### src/sv/srfc_pkg.sv
// ----------------------------------------------------------------------------
// srfc_pkg
// Shared constants, status codes and helpers for the touch-screen frame
// receiver: frame limits, tail pattern and the CRC-16/MODBUS byte update.
// ----------------------------------------------------------------------------
package srfc_pkg;

    localparam int MAX_FRAME  = 256;
    localparam int CNT_W      = $clog2(MAX_FRAME + 1);

    localparam logic [7:0] HDR_TOUCH = 8'hCC;
    localparam logic [7:0] HDR_REPLY = 8'hEE;
    localparam logic [7:0] CMD_PAGE  = 8'h06;
    localparam logic [7:0] TAIL_FF   = 8'hFF;
    localparam logic [7:0] TAIL_FC   = 8'hFC;

    localparam int TAIL_LEN   = 4;
    localparam int TAIL_W     = 2;
    localparam int TOUCH_MIN  = 15;
    localparam int REPLY_MIN  = 5;
    localparam int REPLY_LEN  = 7;
    localparam int HEAD_LO    = 2;
    localparam int HEAD_DEPTH = 13;
    localparam int WIN_DEPTH  = 6;
    localparam int CRC_START  = HEAD_LO + WIN_DEPTH;

    localparam logic [15:0] CRC_INIT = 16'hFFFF;
    localparam logic [15:0] CRC_POLY = 16'hA001;

    localparam int DATA_W = 80;

    typedef enum logic [2:0] {
        ST_TOUCH     = 3'd0,
        ST_PAGE      = 3'd1,
        ST_CRC_BAD   = 3'd2,
        ST_SHORT     = 3'd3,
        ST_IGNORED   = 3'd4,
        ST_BAD_LEN   = 3'd5,
        ST_OVERFLOW  = 3'd6
    } t_status;

    function automatic logic [7:0] tail_byte(input logic [TAIL_W-1:0] pos);
        logic [7:0] b;
        case (pos)
            2'd1:    b = TAIL_FC;
            default: b = TAIL_FF;
        endcase
        return b;
    endfunction

    function automatic logic [15:0] crc_feed(input logic [15:0] crc, input logic [7:0] b);
        logic [15:0] c;
        c = crc ^ {8'h00, b};
        for (int k = 0; k < 8; k++) begin
            c = c[0] ? ((c >> 1) ^ CRC_POLY) : (c >> 1);
        end
        return c;
    endfunction

endpackage

### src/sv/screen_frame_receiver_crc16.sv
// ----------------------------------------------------------------------------
// screen_frame_receiver_crc16
// Parses CC (touch) and EE (reply) frames ending in FF FC FF FF from a byte
// stream, checks CRC-16/MODBUS and reports one status item per frame.
// Path: input accept -> input reg -> result reg -> result valid.
// Throughput: one byte per cycle; input stalls only while a result waits on output.
// Reset: synchronous, active low; clears parser state, CRC to 0xFFFF.
// ----------------------------------------------------------------------------
module screen_frame_receiver_crc16 (
    input  logic        i_clk,
    input  logic        i_rst_n,
    input  logic        i_s_tvalid,
    output logic        o_s_tready,
    input  logic [7:0]  i_s_tdata,   // rx_byte
    output logic        o_m_tvalid,
    input  logic        i_m_tready,
    output logic [srfc_pkg::DATA_W-1:0] o_m_tdata, // page_id, ctrl_id, x_pos, y_pos, touch_event
    output logic [2:0]  o_m_tuser    // status
);

    localparam int CNT_W = srfc_pkg::CNT_W;

    logic                   r_in_valid;
    logic [7:0]             r_in_byte;

    logic                   r_in_frame, n_in_frame;
    logic                   r_touch, n_touch;
    logic [CNT_W-1:0]       r_count, n_count;
    logic [srfc_pkg::TAIL_W-1:0] r_tail, n_tail;
    logic [15:0]            r_crc, n_crc;
    logic [7:0]             r_head [srfc_pkg::HEAD_LO:srfc_pkg::HEAD_DEPTH-1];
    logic [7:0]             r_win  [0:srfc_pkg::WIN_DEPTH-1];

    logic                   r_out_valid;
    srfc_pkg::t_status      r_out_status;
    logic [srfc_pkg::DATA_W-1:0] r_out_data;

    logic                   advance;
    logic                   store;
    logic                   res_valid;
    srfc_pkg::t_status      res_status;
    logic [srfc_pkg::DATA_W-1:0] res_data;
    logic                   crc_ok;
    logic [CNT_W-1:0]       len;

    assign advance    = r_in_valid && (!r_out_valid || i_m_tready);
    assign o_s_tready = !r_in_valid || advance;
    assign o_m_tvalid = r_out_valid;
    assign o_m_tuser  = r_out_status;
    assign o_m_tdata  = r_out_data;

    always_comb begin
        n_in_frame = r_in_frame;
        n_touch    = r_touch;
        n_count    = r_count;
        n_tail     = r_tail;
        n_crc      = r_crc;
        store      = 1'b0;
        res_valid  = 1'b0;
        res_status = srfc_pkg::ST_TOUCH;
        res_data   = '0;
        crc_ok     = 1'b0;
        len        = r_count - CNT_W'(srfc_pkg::TAIL_LEN - 1);

        if (!r_in_frame) begin
            if (r_in_byte inside {srfc_pkg::HDR_TOUCH, srfc_pkg::HDR_REPLY}) begin
                n_in_frame = 1'b1;
                n_touch    = (r_in_byte == srfc_pkg::HDR_TOUCH);
                n_count    = '0;
                n_tail     = '0;
                n_crc      = srfc_pkg::CRC_INIT;
            end
        end else if (r_count >= CNT_W'(srfc_pkg::MAX_FRAME)) begin
            n_in_frame = 1'b0;
            res_valid  = 1'b1;
            res_status = srfc_pkg::ST_OVERFLOW;
        end else begin
            store   = 1'b1;
            n_count = r_count + CNT_W'(1);
            if (r_count >= CNT_W'(srfc_pkg::CRC_START)) begin
                n_crc = srfc_pkg::crc_feed(r_crc, r_win[0]);
            end
            crc_ok = ({r_win[1], r_win[2]} == n_crc);
            if (r_in_byte == srfc_pkg::tail_byte(r_tail)) begin
                if (r_tail == srfc_pkg::TAIL_W'(srfc_pkg::TAIL_LEN - 1)) begin
                    n_in_frame = 1'b0;
                    n_tail     = '0;
                    res_valid  = 1'b1;
                    if (r_touch) begin
                        if (len < CNT_W'(srfc_pkg::TOUCH_MIN)) begin
                            res_status = srfc_pkg::ST_SHORT;
                        end else if (r_head[2] != srfc_pkg::CMD_PAGE) begin
                            res_status = srfc_pkg::ST_IGNORED;
                        end else if (!crc_ok) begin
                            res_status = srfc_pkg::ST_CRC_BAD;
                        end else begin
                            res_status = srfc_pkg::ST_TOUCH;
                            res_data   = {r_head[11], r_head[12], r_head[9], r_head[10],
                                          r_head[7], r_head[8], r_head[5], r_head[6],
                                          r_head[3], r_head[4]};
                        end
                    end else begin
                        if (len < CNT_W'(srfc_pkg::REPLY_MIN)) begin
                            res_status = srfc_pkg::ST_SHORT;
                        end else if (!crc_ok) begin
                            res_status = srfc_pkg::ST_CRC_BAD;
                        end else if (r_head[2] != srfc_pkg::CMD_PAGE) begin
                            res_status = srfc_pkg::ST_IGNORED;
                        end else if (len != CNT_W'(srfc_pkg::REPLY_LEN)) begin
                            res_status = srfc_pkg::ST_BAD_LEN;
                        end else begin
                            res_status = srfc_pkg::ST_PAGE;
                            res_data   = {64'h0, r_head[3], r_head[4]};
                        end
                    end
                end else begin
                    n_tail = r_tail + srfc_pkg::TAIL_W'(1);
                end
            end else begin
                n_tail = (r_in_byte == srfc_pkg::TAIL_FF) ? srfc_pkg::TAIL_W'(1) : '0;
            end
        end
    end

    always_ff @(posedge i_clk) begin
        if (!i_rst_n) begin
            r_in_valid  <= 1'b0;
            r_in_frame  <= 1'b0;
            r_touch     <= 1'b0;
            r_count     <= '0;
            r_tail      <= '0;
            r_crc       <= srfc_pkg::CRC_INIT;
            r_out_valid <= 1'b0;
        end else begin
            if (o_s_tready) begin
                r_in_valid <= i_s_tvalid;
            end
            if (advance) begin
                r_in_frame  <= n_in_frame;
                r_touch     <= n_touch;
                r_count     <= n_count;
                r_tail      <= n_tail;
                r_crc       <= n_crc;
                r_out_valid <= res_valid;
            end else if (i_m_tready) begin
                r_out_valid <= 1'b0;
            end
        end
    end

    always_ff @(posedge i_clk) begin
        if (o_s_tready && i_s_tvalid) begin
            r_in_byte <= i_s_tdata;
        end
        if (advance && res_valid) begin
            r_out_status <= res_status;
            r_out_data   <= res_data;
        end
        if (advance && store) begin
            for (int k = srfc_pkg::HEAD_LO; k < srfc_pkg::HEAD_DEPTH; k++) begin
                if (r_count == CNT_W'(k)) begin
                    r_head[k] <= r_in_byte;
                end
            end
            for (int k = 0; k < srfc_pkg::WIN_DEPTH - 1; k++) begin
                r_win[k] <= r_win[k+1];
            end
            r_win[srfc_pkg::WIN_DEPTH-1] <= r_in_byte;
        end
    end

`ifndef NO_ASSERTIONS
    a_count_bound: assert property (@(posedge i_clk) disable iff (!i_rst_n)
        r_count <= CNT_W'(srfc_pkg::MAX_FRAME))
        else $error("byte count beyond frame limit");

    a_frame_end_result: assert property (@(posedge i_clk) disable iff (!i_rst_n)
        ($past(i_rst_n) && $fell(r_in_frame)) |-> r_out_valid)
        else $error("frame closed without a status item");

    a_zero_payload: assert property (@(posedge i_clk) disable iff (!i_rst_n)
        (r_out_valid && r_out_status != srfc_pkg::ST_TOUCH
                     && r_out_status != srfc_pkg::ST_PAGE) |-> (r_out_data == '0))
        else $error("error status carries payload");

    a_stall_source: assert property (@(posedge i_clk) disable iff (!i_rst_n)
        !o_s_tready |-> (r_in_valid && r_out_valid && !i_m_tready))
        else $error("input stalled without a blocked result");
`endif

endmodule
### config.mk
export PLATFORM = sky130hd
export DESIGN_NAME = screen_frame_receiver_crc16
export DESIGN_NICKNAME = d
export VERILOG_FILES = /design/src/sv/srfc_pkg.sv /design/src/sv/screen_frame_receiver_crc16.sv
export SDC_FILE = /design/constraint.sdc
export NUM_CORES = 1
export LEC_CHECK = 0
export BUFFER_PORTS_ARGS = -buffer_cell sky130_fd_sc_hd__buf_2
export CAP_MARGIN = 20
export CELL_PAD_IN_SITES_DETAIL_PLACEMENT = 1
export CELL_PAD_IN_SITES_GLOBAL_PLACEMENT = 1
export CORE_ASPECT_RATIO = 0.75
export CORE_MARGIN = 2
export CORE_UTILIZATION = 40
export DETAILED_ROUTE_END_ITERATION = 16
export GPL_ROUTABILITY_DRIVEN = 0
export HOLD_SLACK_MARGIN = 0.03
export PLACE_DENSITY_LB_ADDON = 0.1
export RECOVER_POWER = 100
export SLEW_MARGIN = 20
export SYNTH_ARGS = -nofsm -noshare
export SYNTH_HDL_FRONTEND = slang
export SYNTH_SLANG_ARGS = --single-unit
### constraint.sdc
create_clock -name i_clk -period 9.15 [get_ports i_clk]
set_input_delay 0.915 -clock i_clk [delete_from_list [all_inputs] [get_ports i_clk]]
set_output_delay 0.915 -clock i_clk [all_outputs]
set_load 0.02 [all_outputs]
==> results.md, run 1 <==
* Number of clock sinks seen by CTS at roughly 260
* Insertion delay of the later-clocked pin in the worst-skew pair at 0.53 ns
* Number of H-tree levels at 1
* Post-layout util at 47.37%
* DR WL/cell at 19.17 um
* List of cells traversed by the critical path: nor3_1 -> nand2_1 -> a211oi_1 -> nand3b_1 -> a2111oi_0 -> nand3_1 -> a2111oi_0 -> and2_0
* Launching element type of the critical path: flip-flop
* R2r worst-path depth at 8
* Initial Utilization at 40.92%
* Maximum frequency from static timing analysis at 0.1786 GHz
* Final-report hold violation count at 0
* Wire length reported by the detailed router at 20,980 um
* Cell count after synthesis at 637
* Net count reported at finish at about 760
* Global-route total usage across every layer at 16.38%
* Critical path's most frequent cell: a2111oi_0
* Via count normalized by instance count at 5.044
* Synthesized area per cell at 15.44 um^2
* Die ar. at approximately 0.026 mm^2
* Slack of the worst reg-to-reg path at 3.55 ns
* Reg-to-Reg End: o_m_tdata[1]
* Commonest non-fill, non-tap cells in the layout: 227 x edfxtp_1, 96 x clkbuf_1, 76 x and2_0
* Share of cells above drive strength 1 at ~7.5%
* Register clock-pin slew on the reported worst setup and hold paths at 0.06 ns
* Number of routed nets with antenna violations at 0
* Origin of the worst min-delay path: r_win[5][5]
* Async set-reset flop share out of synthesis at 0%
* Detailed placer's ending HPWL at ~13,000 um
* Number of port buffers at 96
* Number of max-capacitance violations reported at 4
* Detailed-route DRC error count at 0
* Max-slew violation count at around 150
* Total nets after synthesis at 655
* Worst hold path type: reg -> reg
* Crit path max-delay cell type: a2111oi_0
* Crit Reg-Reg Startpoint: r_count[3]
* Initial antenna violation count at 0
* Fill cell total of the finished layout at 2,436
* Worst setup EP type: flip-flop
* Status: finished with violations
* Count of instances resized after the clock tree is built at 0
* Maximum buffer depth of the clock tree at 3
* Vias at between 5k and 6k
* Part of the Yosys area used for sequential elements at 75.62%
* Worst voltage drop across the vdd grid at 0.1403 mV
* Violated checks: max-capacitance violations, max-slew violations
* Worst hold stages at 0
* Iteration-0 DRC count of the detailed router at roughly 300
* YS warnings at 0
* Core region area at 0.02403 mm^2
* Area of the multi-input gates at 0.002231 mm^2
* IO Pins at 97
* Clk root buf: clkbuf_16
* Worst Hold Endpoint: r_win[4][5]
* Cell area after technology mapping at around 0.0098 mm^2
* TritonCTS Buffers at 26
* Library cells used by synthesis at 59
* Static power due to leakage at 3.868 nW
* DIE HEIGHT at 139.8 um
* Data arrival, critical path at 5.98 ns
* Wire length of the first global-routing pass at between 30,000 and 40,000 um
* Crit path required time at 9.53 ns
* Sequential cell area at 0.007437 mm^2
* Number of endpoints failing setup at the final stage at 0
* Largest net degree at the start of global routing at 82
* Fin crit share at about 61%
* Most common cell after layout, fill and taps aside: edfxtp_1
* Number of register bits inferred by synthesis at 258
* Number of core rows at between 40 and 50
* Vias in the first global route at between 5k and 6k
* Buffers inserted by post-CTS timing repair at 0
* Synth-to-Final Area Change at 15.76%
* Tmin final at 5.600 ns
* Worst max-slew margin expressed relative to the limit at -108.4%
* Initial DRT Pass Iterations at 5
* TritonCTS clock tree: built
* Total negative slack at 0 ns
* Number of antenna repair diodes at 0
* Remaining global-route overflow at 0
* Setup repair after global routing missed its margin: false
* Biggest fanout along the worst timing path at 16
* Floorplan die width at 185.1 um
* Slew at the pin closest to its max-slew limit at 3.126 ns
* CP max stage delay at roughly 2.3 ns
* Dominant register cell in the synthesized netlist: edfxtp_1
* Crit Path Category: reg -> reg
* Post-synth EDFFs at 227
* Hold-fix buffer count after cts at 0
* PD cells at approximately 200 mW/mm^2
* Fin Clk Skew at 0.009996 ns
-- kinds of logic after synthesis --
| family | share of synthesized area (%) |
|---|---|
| xor+xnor | 4.428 |
| simple gates | 12.54 |
| mux | 0.2036 |
| flops | 75.62 |
| buf+inv | 1.565 |
| compound gates | 4.873 |
| fa+ha+maj | 0.7633 |
-- through the flow --
step | cells | setup WS [ns] | cell area [um^2] | power [mW] | hold slack (ns)
2_1_floorplan | 637 | 3.855 | 9834 | 1.314 | 0.4003
3_3_place_gp | 1045 | 5.493 | 10680 | 1.332 | 0.4018
3_5_place_dp | 1046 | 5.273 | 10700 | 1.333 | 0.4052
4_1_cts | 1093 | 5.240 | 11520 | 2.353 | 0.4201
5_1_grt | 1094 | 2.725 | 11380 | 2.394 | 0.4278
6_report | 1094 | 3.550 | 11380 | 2.329 | 0.4177
-- final cells by class --
type | count | area share [%]
Clock inverter | 12 | 0.7913
Clock buffer | 35 | 6.451
Inverter | 14 | 0.4616
Timing Repair Buffer | 103 | 3.737
Sequential cell | 258 | 65.33
Tap cell | 331 | 3.638
Multi-Input combinational cell | 341 | 19.60
-- cells in the mapped netlist, types with 3 or more instances --
cell type	instances	share of area, %
o21ai_0	16	0.81
and2_1	90	5.7
edfxtp_1	227	69
nand2b_1	6	0.38
dfxtp_1	31	6.3
ha_1	6	0.76
a31oi_1	4	0.25
nor4_1	7	0.45
nor2_1	19	0.73
nor2b_1	7	0.45
o22ai_1	13	0.83
nand2_1	36	1.4
clkbuf_2	7	0.36
clkbuf_1	15	0.57
nand4_1	3	0.19
xnor2_1	25	2.2
or3_1	4	0.25
xor2_1	14	1.2
a21oi_1	13	0.66
inv_1	14	0.53
nand3_1	16	0.81
and3_1	5	0.32
nor3_1	9	0.46
-- sequential cells by signal (all words and copies together) (netlist names) --
register    flops
r_count         9
r_win          48
r_tail          2
r_in_valid      1
r_head         88
r_in_frame      1
o_m_tdata      80
o_m_tuser       3
r_touch         1
o_m_tvalid      1
r_crc          16
r_in_byte       8
-- worst max-delay path by stage --
stage,from,endpoint,slack (ns),depth (start not counted)
floorplan,r_in_byte[1],o_m_tdata[0],3.85,7
global route,r_count[3],o_m_tdata[1],2.73,8
detailed placement,r_count[3],o_m_tdata[1],5.27,8
finish,r_count[3],o_m_tdata[1],3.55,8
global placement,r_count[3],o_m_tdata[0],5.49,8
CTS,r_count[3],o_m_tdata[1],5.24,8
-- critical path: cells and delay by family, from the launching register on --
family	cells	cell delay, ns
compound gates	3	3.17
flops	1	0.46
simple gates	5	1.81
-- report_power, final --
group	total [mW]	switching, mW	leakage, nW	internal (mW)
Combinational	0.00936	0.00577	0.942	0.00359
Sequential	1.30	0.0200	2.52	1.28
Clock	1.02	0.434	0.409	0.589
-- routing by layer --
| metal | GRT usage, % | routed length, um |
|---|---|---|
| met3 | 2.800 | 963 |
| met1 | 24.37 | 10160 |
| met4 | 3.968 | 467 |
| met2 | 25.11 | 9387 |
| met5 | 0 | 0 |
Note: power is estimated with default switching activity, not from simulation.
==> run 2: changes to the inputs <==
- clock period: 9.15 -> 4.85 ns (I/O delays scaled with it)
==> run 2 against run 1 <==
  * The run still ends with max-capacitance violations, max-slew violations left
  * Global-route usage grew 0.50 points
  * Clock power grew 110%
  * Flip-flop and latch count is the same
  * Clock-buffer cell count grew 6
  * Total power grew 97%
  * Sequential power grew 88%
  * Die area is the same
  * Register-to-register slack lost 2.7 ns
  * Via count shrank 1.1%
  * Maximum frequency grew 40%
  * Setup slack lost 2.7 ns
  * Critical path type unchanged
==> results.md, run 2 (synthesis results as in run 1) <==
* Status: finished with violations
* Violated checks: max-capacitance violations, max-slew violations
* Cell class contributing the biggest share of worst-path delay: simple AND/OR/NAND/NOR gates
* Largest net degree at the start of global routing at 65 (-21%)
* IO Pins at 97 (unchanged)
* Number of clock sinks seen by CTS at 258 (unchanged)
* Number of core rows at 49 (unchanged)
* Worst max-slew margin expressed relative to the limit at -9.573% (+99 points)
* Biggest fanout along the worst timing path at 64 (+48)
* Register bank with the most flops: r_head
* Synth-to-Final Area Change at 16.79%
* DR WL/cell at 19.46 um (+1.5%)
* Number of flip-flops under the largest register name at 88 (unchanged)
* Insertion delay of the later-clocked pin in the worst-skew pair at 0.53 ns (about the same)
* Vias in the first global route at 5,695 (+2.5%)
* Via count normalized by instance count at 4.966 (-1.5%)
* DIE HEIGHT at 139.8 um (unchanged)
* Count of instances resized after the clock tree is built at 0 (unchanged)
* Total negative slack at 0 ns (unchanged)
* Wire length of the first global-routing pass at 33,200 um (+2.4%)
* Fill cell total of the finished layout at 2,440 (+0.16%)
* Fin crit share at 82.38% (+21 points)
* Crit Path Category: reg -> reg
* Net count reported at finish at 765 (+0.39%)
* Number of antenna repair diodes at 0 (unchanged)
* Core region area at 0.02403 mm^2 (unchanged)
* Worst slack on hold paths at 0.1303 ns (-0.2874 ns)
* Max-slew violation count at 9 (-94%)
* Register clock-pin slew on the reported worst setup and hold paths at 0.06 ns (about the same)
* Global-route total usage across every layer at 16.88% (+0.50 points)
* Maximum frequency from static timing analysis at 0.2503 GHz (+40%)
* Wire length reported by the detailed router at 21,380 um (+1.9%)
* Initial antenna violation count at 0 (unchanged)
* Number of endpoints failing setup at the final stage at 0 (unchanged)
* Number of H-tree levels at 1 (unchanged)
* Buffering stage count on the worst path with inverters included at 1 (+1)
* Post-layout util at 47.79% (+0.42 points)
* Maximum buffer depth of the clock tree at 3 (unchanged)
* Number of routed nets with antenna violations at 0 (unchanged)
* Tmin final at 3.995 ns (-1.605 ns)
* Worst-case setup margin in the final layout at 0.8546 ns (-2.695 ns)
* Initial Utilization at 40.92% (unchanged)
* Detailed placer's ending HPWL at 13,700 um (+2.2%)
* Final standard cell count with taps included and fillers excluded at 1,099 (+0.46%)
* CP max stage delay at 0.54 ns (-1.80 ns)
* Crit path required time at 5.23 ns (-4.30 ns)
* Place WS at 0.9775 ns (-4.295 ns)
* Worst voltage drop across the vdd grid at 0.3027 mV (+120%)
* Launching element type of the critical path: flip-flop
* Slew at the pin closest to its max-slew limit at 1.621 ns (-1.505 ns)
* Data arrival, critical path at 4.38 ns (-1.60 ns)
* Crit path max-delay cell type: nor3_1
* Worst setup EP type: flip-flop
* Final-report hold violation count at 0 (unchanged)
* Share of cells above drive strength 1 at 8.464% (+0.99 points)
* PD cells at 398.5 mW/mm^2 (+95%)
* Most common cell after layout, fill and taps aside: edfxtp_1
* Hold-fix buffer count after cts at 0 (unchanged)
* Vias at 5,458 (-1.1%)
* Iteration-0 DRC count of the detailed router at 465 (+51%)
* Number of max-capacitance violations reported at 1 (-3)
* Initial DRT Pass Iterations at 5 (unchanged)
* Worst hold path type: in -> reg
* Buffers inserted by post-CTS timing repair at 0 (unchanged)
* Remaining global-route overflow at 0 (unchanged)
* List of cells traversed by the critical path: nor3_1 -> nand2_1 -> a211oi_1 -> a311oi_1 -> a2111oi_0 -> nand3_1 -> nor4_1 -> buf_4 -> and2_0
* TritonCTS clock tree: built
* Fin Clk Skew at 0.01116 ns (+0.001164 ns)
* Detailed-route DRC error count at 0 (unchanged)
* Commonest non-fill, non-tap cells in the layout: 227 x edfxtp_1, 97 x clkbuf_1, 52 x and2_0
* TritonCTS Buffers at 27 (+3.8%)
* Die ar. at 0.02587 mm^2 (unchanged)
* Clk root buf: clkbuf_16
* Floorplan die width at 185.1 um (unchanged)
* Placed instance count at 1,049 (+0.29%)
* Setup repair after global routing missed its margin: false
* Static power due to leakage at 3.931 nW (+1.6%)
* Number of port buffers at 96 (unchanged)
==> run 2: area by class of cell <==
type,instances,area (um^2),area share [%]
Clock inverter,9,131.4,1.144
Tap cell,331,414.1,3.606
Timing Repair Buffer,105,417.9,3.638
Clock buffer,41,798.3,6.950
Inverter,14,52.55,0.4575
Sequential cell,258,7437,64.75
Multi-Input combinational cell,341,2235,19.46
==> run 2: worst paths after layout <==
kind | slack [ns] | from | cells after the start | end
max | 0.85 | r_count[3] | 9 | o_m_tdata[29]
min | 0.13 | i_s_tdata[7] | 1 | r_in_byte[7]
max reg2reg | 0.85 | r_count[3] | 9 | o_m_tdata[29]
min reg2reg | 0.42 | r_win[4][2] | 0 | r_win[3][2]
==> run 2: per-stage QoR <==
| step | total power, mW | area, um^2 |
|---|---|---|
| final | 4.578 | 11490 |
| after global placement | 2.514 | 10710 |
| after detailed placement | 2.515 | 10710 |
| after CTS | 4.647 | 11640 |
| after global routing | 4.738 | 11490 |
| after floorplan | 2.478 | 9837 |
==> run 2: power breakdown <==
group	leakage, nW	switching (mW)	total [mW]	internal, mW
registers	2.52	0.0286	2.44	2.41
logic	0.960	0.0192	0.0266	0.00743
clock network	0.454	0.817	2.11	1.30
==> run 2: routing by layer <==
layer	GRT usage [%]	routed length (um)	vias up
li1	-	-	2567
met1	25.04	10070	2704
met2	25.98	9633	163
met3	3.219	1361	24
met4	3.509	321	0
met5	0	0	-
==> run 3: changes to the inputs <==
- clock period: 4.85 -> 3.72 ns (I/O delays scaled with it)
==> run 3 against run 2 <==
  * Total power is 23% higher
  * Routed wire length is 0.50% lower
  * Die area did not move
  * The flow still finishes with violations (max-capacitance violations, max-slew violations)
==> results.md, run 3 (synthesis results as in run 1) <==
* Vias in the first global route at 5,572 (-2.2%)
* Number of port buffers at 96 (unchanged)
* Slew at the pin closest to its max-slew limit at 1.593 ns (-0.02777 ns)
* Number of core rows at 49 (unchanged)
* TritonCTS clock tree: built
* Setup repair after global routing missed its margin: false
* Crit Path Category: reg -> reg
* Fin Clk Skew at 0.01021 ns (-0.0009543 ns)
* List of cells traversed by the critical path: clkbuf_1 -> nand2_1 -> o21ai_0 -> and3_1 -> and3_1 -> o21ai_0 -> nor2_4 -> clkbuf_2
* Status: finished with violations
* Tmin final at 3.366 ns (-0.6295 ns)
* Worst setup EP type: flip-flop
* Number of max-capacitance violations reported at 1 (unchanged)
* Worst slack on hold paths at 0.1564 ns (+0.02611 ns)
* Insertion delay of the later-clocked pin in the worst-skew pair at 0.52 ns (about the same)
* Number of clock sinks seen by CTS at 258 (unchanged)
* Static power due to leakage at 3.961 nW (+0.78%)
* Maximum frequency from static timing analysis at 0.2971 GHz (+19%)
* Synth-to-Final Area Change at 17.18%
* Initial antenna violation count at 0 (unchanged)
* Via count normalized by instance count at 4.918 (-0.96%)
* Number of routed nets with antenna violations at 0 (unchanged)
* TritonCTS Buffers at 26 (-3.7%)
* Launching element type of the critical path: flip-flop
* Post-layout util at 47.95% (+0.16 points)
* Fin crit share at 90.48% (+8.1 points)
* Data arrival, critical path at 3.52 ns (-0.86 ns)
* Total negative slack at 0 ns (unchanged)
* Buffers inserted by post-CTS timing repair at 0 (unchanged)
* Number of flip-flops under the largest register name at 88 (unchanged)
* Initial DRT Pass Iterations at 4 (-1)
* Post-route cell area at 0.01152 mm^2 (+0.33%)
* Die ar. at 0.02587 mm^2 (unchanged)
* Worst voltage drop across the vdd grid at 0.2902 mV (-4.1%)
* Register clock-pin slew on the reported worst setup and hold paths at 0.06 ns (about the same)
* Commonest non-fill, non-tap cells in the layout: 227 x edfxtp_1, 105 x clkbuf_1, 47 x and2_1
* Remaining global-route overflow at 0 (unchanged)
* Crit path required time at 3.87 ns (-1.36 ns)
* IO Pins at 97 (unchanged)
* Clk root buf: clkbuf_16
* Maximum buffer depth of the clock tree at 3 (unchanged)
* Iteration-0 DRC count of the detailed router at 383 (-18%)
* Net count reported at finish at 784 (+2.5%)
* Share of cells above drive strength 1 at 8.917% (+0.45 points)
* Wire length of the first global-routing pass at 32,930 um (-0.81%)
* Floorplan die width at 185.1 um (unchanged)
* Vias at 5,489 (+0.57%)
* Slack of the worst reg-to-reg path at 0.35 ns (-0.50 ns)
* Register bank with the most flops: r_head
* Largest net degree at the start of global routing at 65 (unchanged)
* DR WL/cell at 19.07 um (-2.0%)
* PD cells at 489.3 mW/mm^2 (+23%)
* Worst hold path type: in -> reg
* Global-route total usage across every layer at 16.76% (-0.12 points)
* Number of antenna repair diodes at 0 (unchanged)
* Number of endpoints failing setup at the final stage at 0 (unchanged)
* Number of H-tree levels at 1 (unchanged)
* Detailed-route DRC error count at 0 (unchanged)
* DIE HEIGHT at 139.8 um (unchanged)
* Initial Utilization at 40.92% (unchanged)
* Max-slew violation count at 9 (unchanged)
* Wire length reported by the detailed router at 21,280 um (-0.50%)
* Crit path max-delay cell type: clkbuf_1
* Biggest fanout along the worst timing path at 24 (-63%)
* Violated checks: max-capacitance violations, max-slew violations
* CP max stage delay at 0.65 ns (+0.11 ns)
* Worst max-slew margin expressed relative to the limit at -7.696% (+1.9 points)
* Most common cell after layout, fill and taps aside: edfxtp_1
* Core region area at 0.02403 mm^2 (unchanged)
* Final-report hold violation count at 0 (unchanged)
* Detailed placer's ending HPWL at 13,680 um (-0.18%)
* Cell area reported after detailed placement at 0.01082 mm^2 (+1.1%)
## run 3: worst paths after layout
check	startpoint	endpoint	cells after the start
setup / recovery	r_in_byte[1]	o_m_tdata[5]	8
hold / removal	i_s_tvalid	r_in_valid	3
setup reg to reg	r_in_byte[1]	o_m_tdata[5]	8
hold reg to reg	r_win[3][7]	r_win[2][7]	0
## run 3: critical path: cells and delay by family (launching register included)
| kind | cells | cell delay, ns |
|---|---|---|
| flip-flops | 1 | 0.57 |
| AO/OA/AOI/OAI | 2 | 0.41 |
| AND/OR/NAND/NOR | 4 | 0.78 |
| buffers and inverters | 2 | 1.20 |
## run 3: final cells by class
class	count	area [um^2]
fillers	2459	12510
multi-input cells	341	2246
inverters	14	52.55
repair buffers	125	588.1
clock inverters	9	48.80
clock buffers	38	737.0
well taps	331	414.1
flip-flops and latches	258	7437
## run 3: through the flow
step | std cells | setup slack (ns) | total power, mW
after floorplan | 637 | 0.06340 | 3.231
after global placement | 1061 | 0.4845 | 3.285
after detailed placement | 1061 | 0.4981 | 3.288
after CTS | 1116 | 0.4694 | 5.720
after global routing | 1116 | 0.1248 | 5.812
final | 1116 | 0.3541 | 5.639
## run 3: per-layer routing
metal | track usage [%] | routed length (um) | vias to the layer above
met5 | 0 | 0 | -
met4 | 3.926 | 316 | 0
met3 | 2.617 | 842 | 18
met2 | 25.67 | 9593 | 133
met1 | 25.18 | 10530 | 2728
li1 | - | - | 2610
## run 3: what timing repair did
| action | in CTS | in global routing |
|---|---|---|
| hold buffers | 8 | 0 |
| hold endpoints to repair | 8 | 0 |
| gates resized for setup | 0 | 0 |
## run 3: power breakdown
| group | leakage, nW | total (mW) | switching, mW | internal, mW |
|---|---|---|---|---|
| registers | 2.52 | 3.15 | 0.00659 | 3.14 |
| logic | 1.05 | 0.0770 | 0.0600 | 0.0170 |
| clock network | 0.393 | 2.41 | 1.04 | 1.37 |
| total | 3.96 | 5.64 | 1.11 | 4.53 |
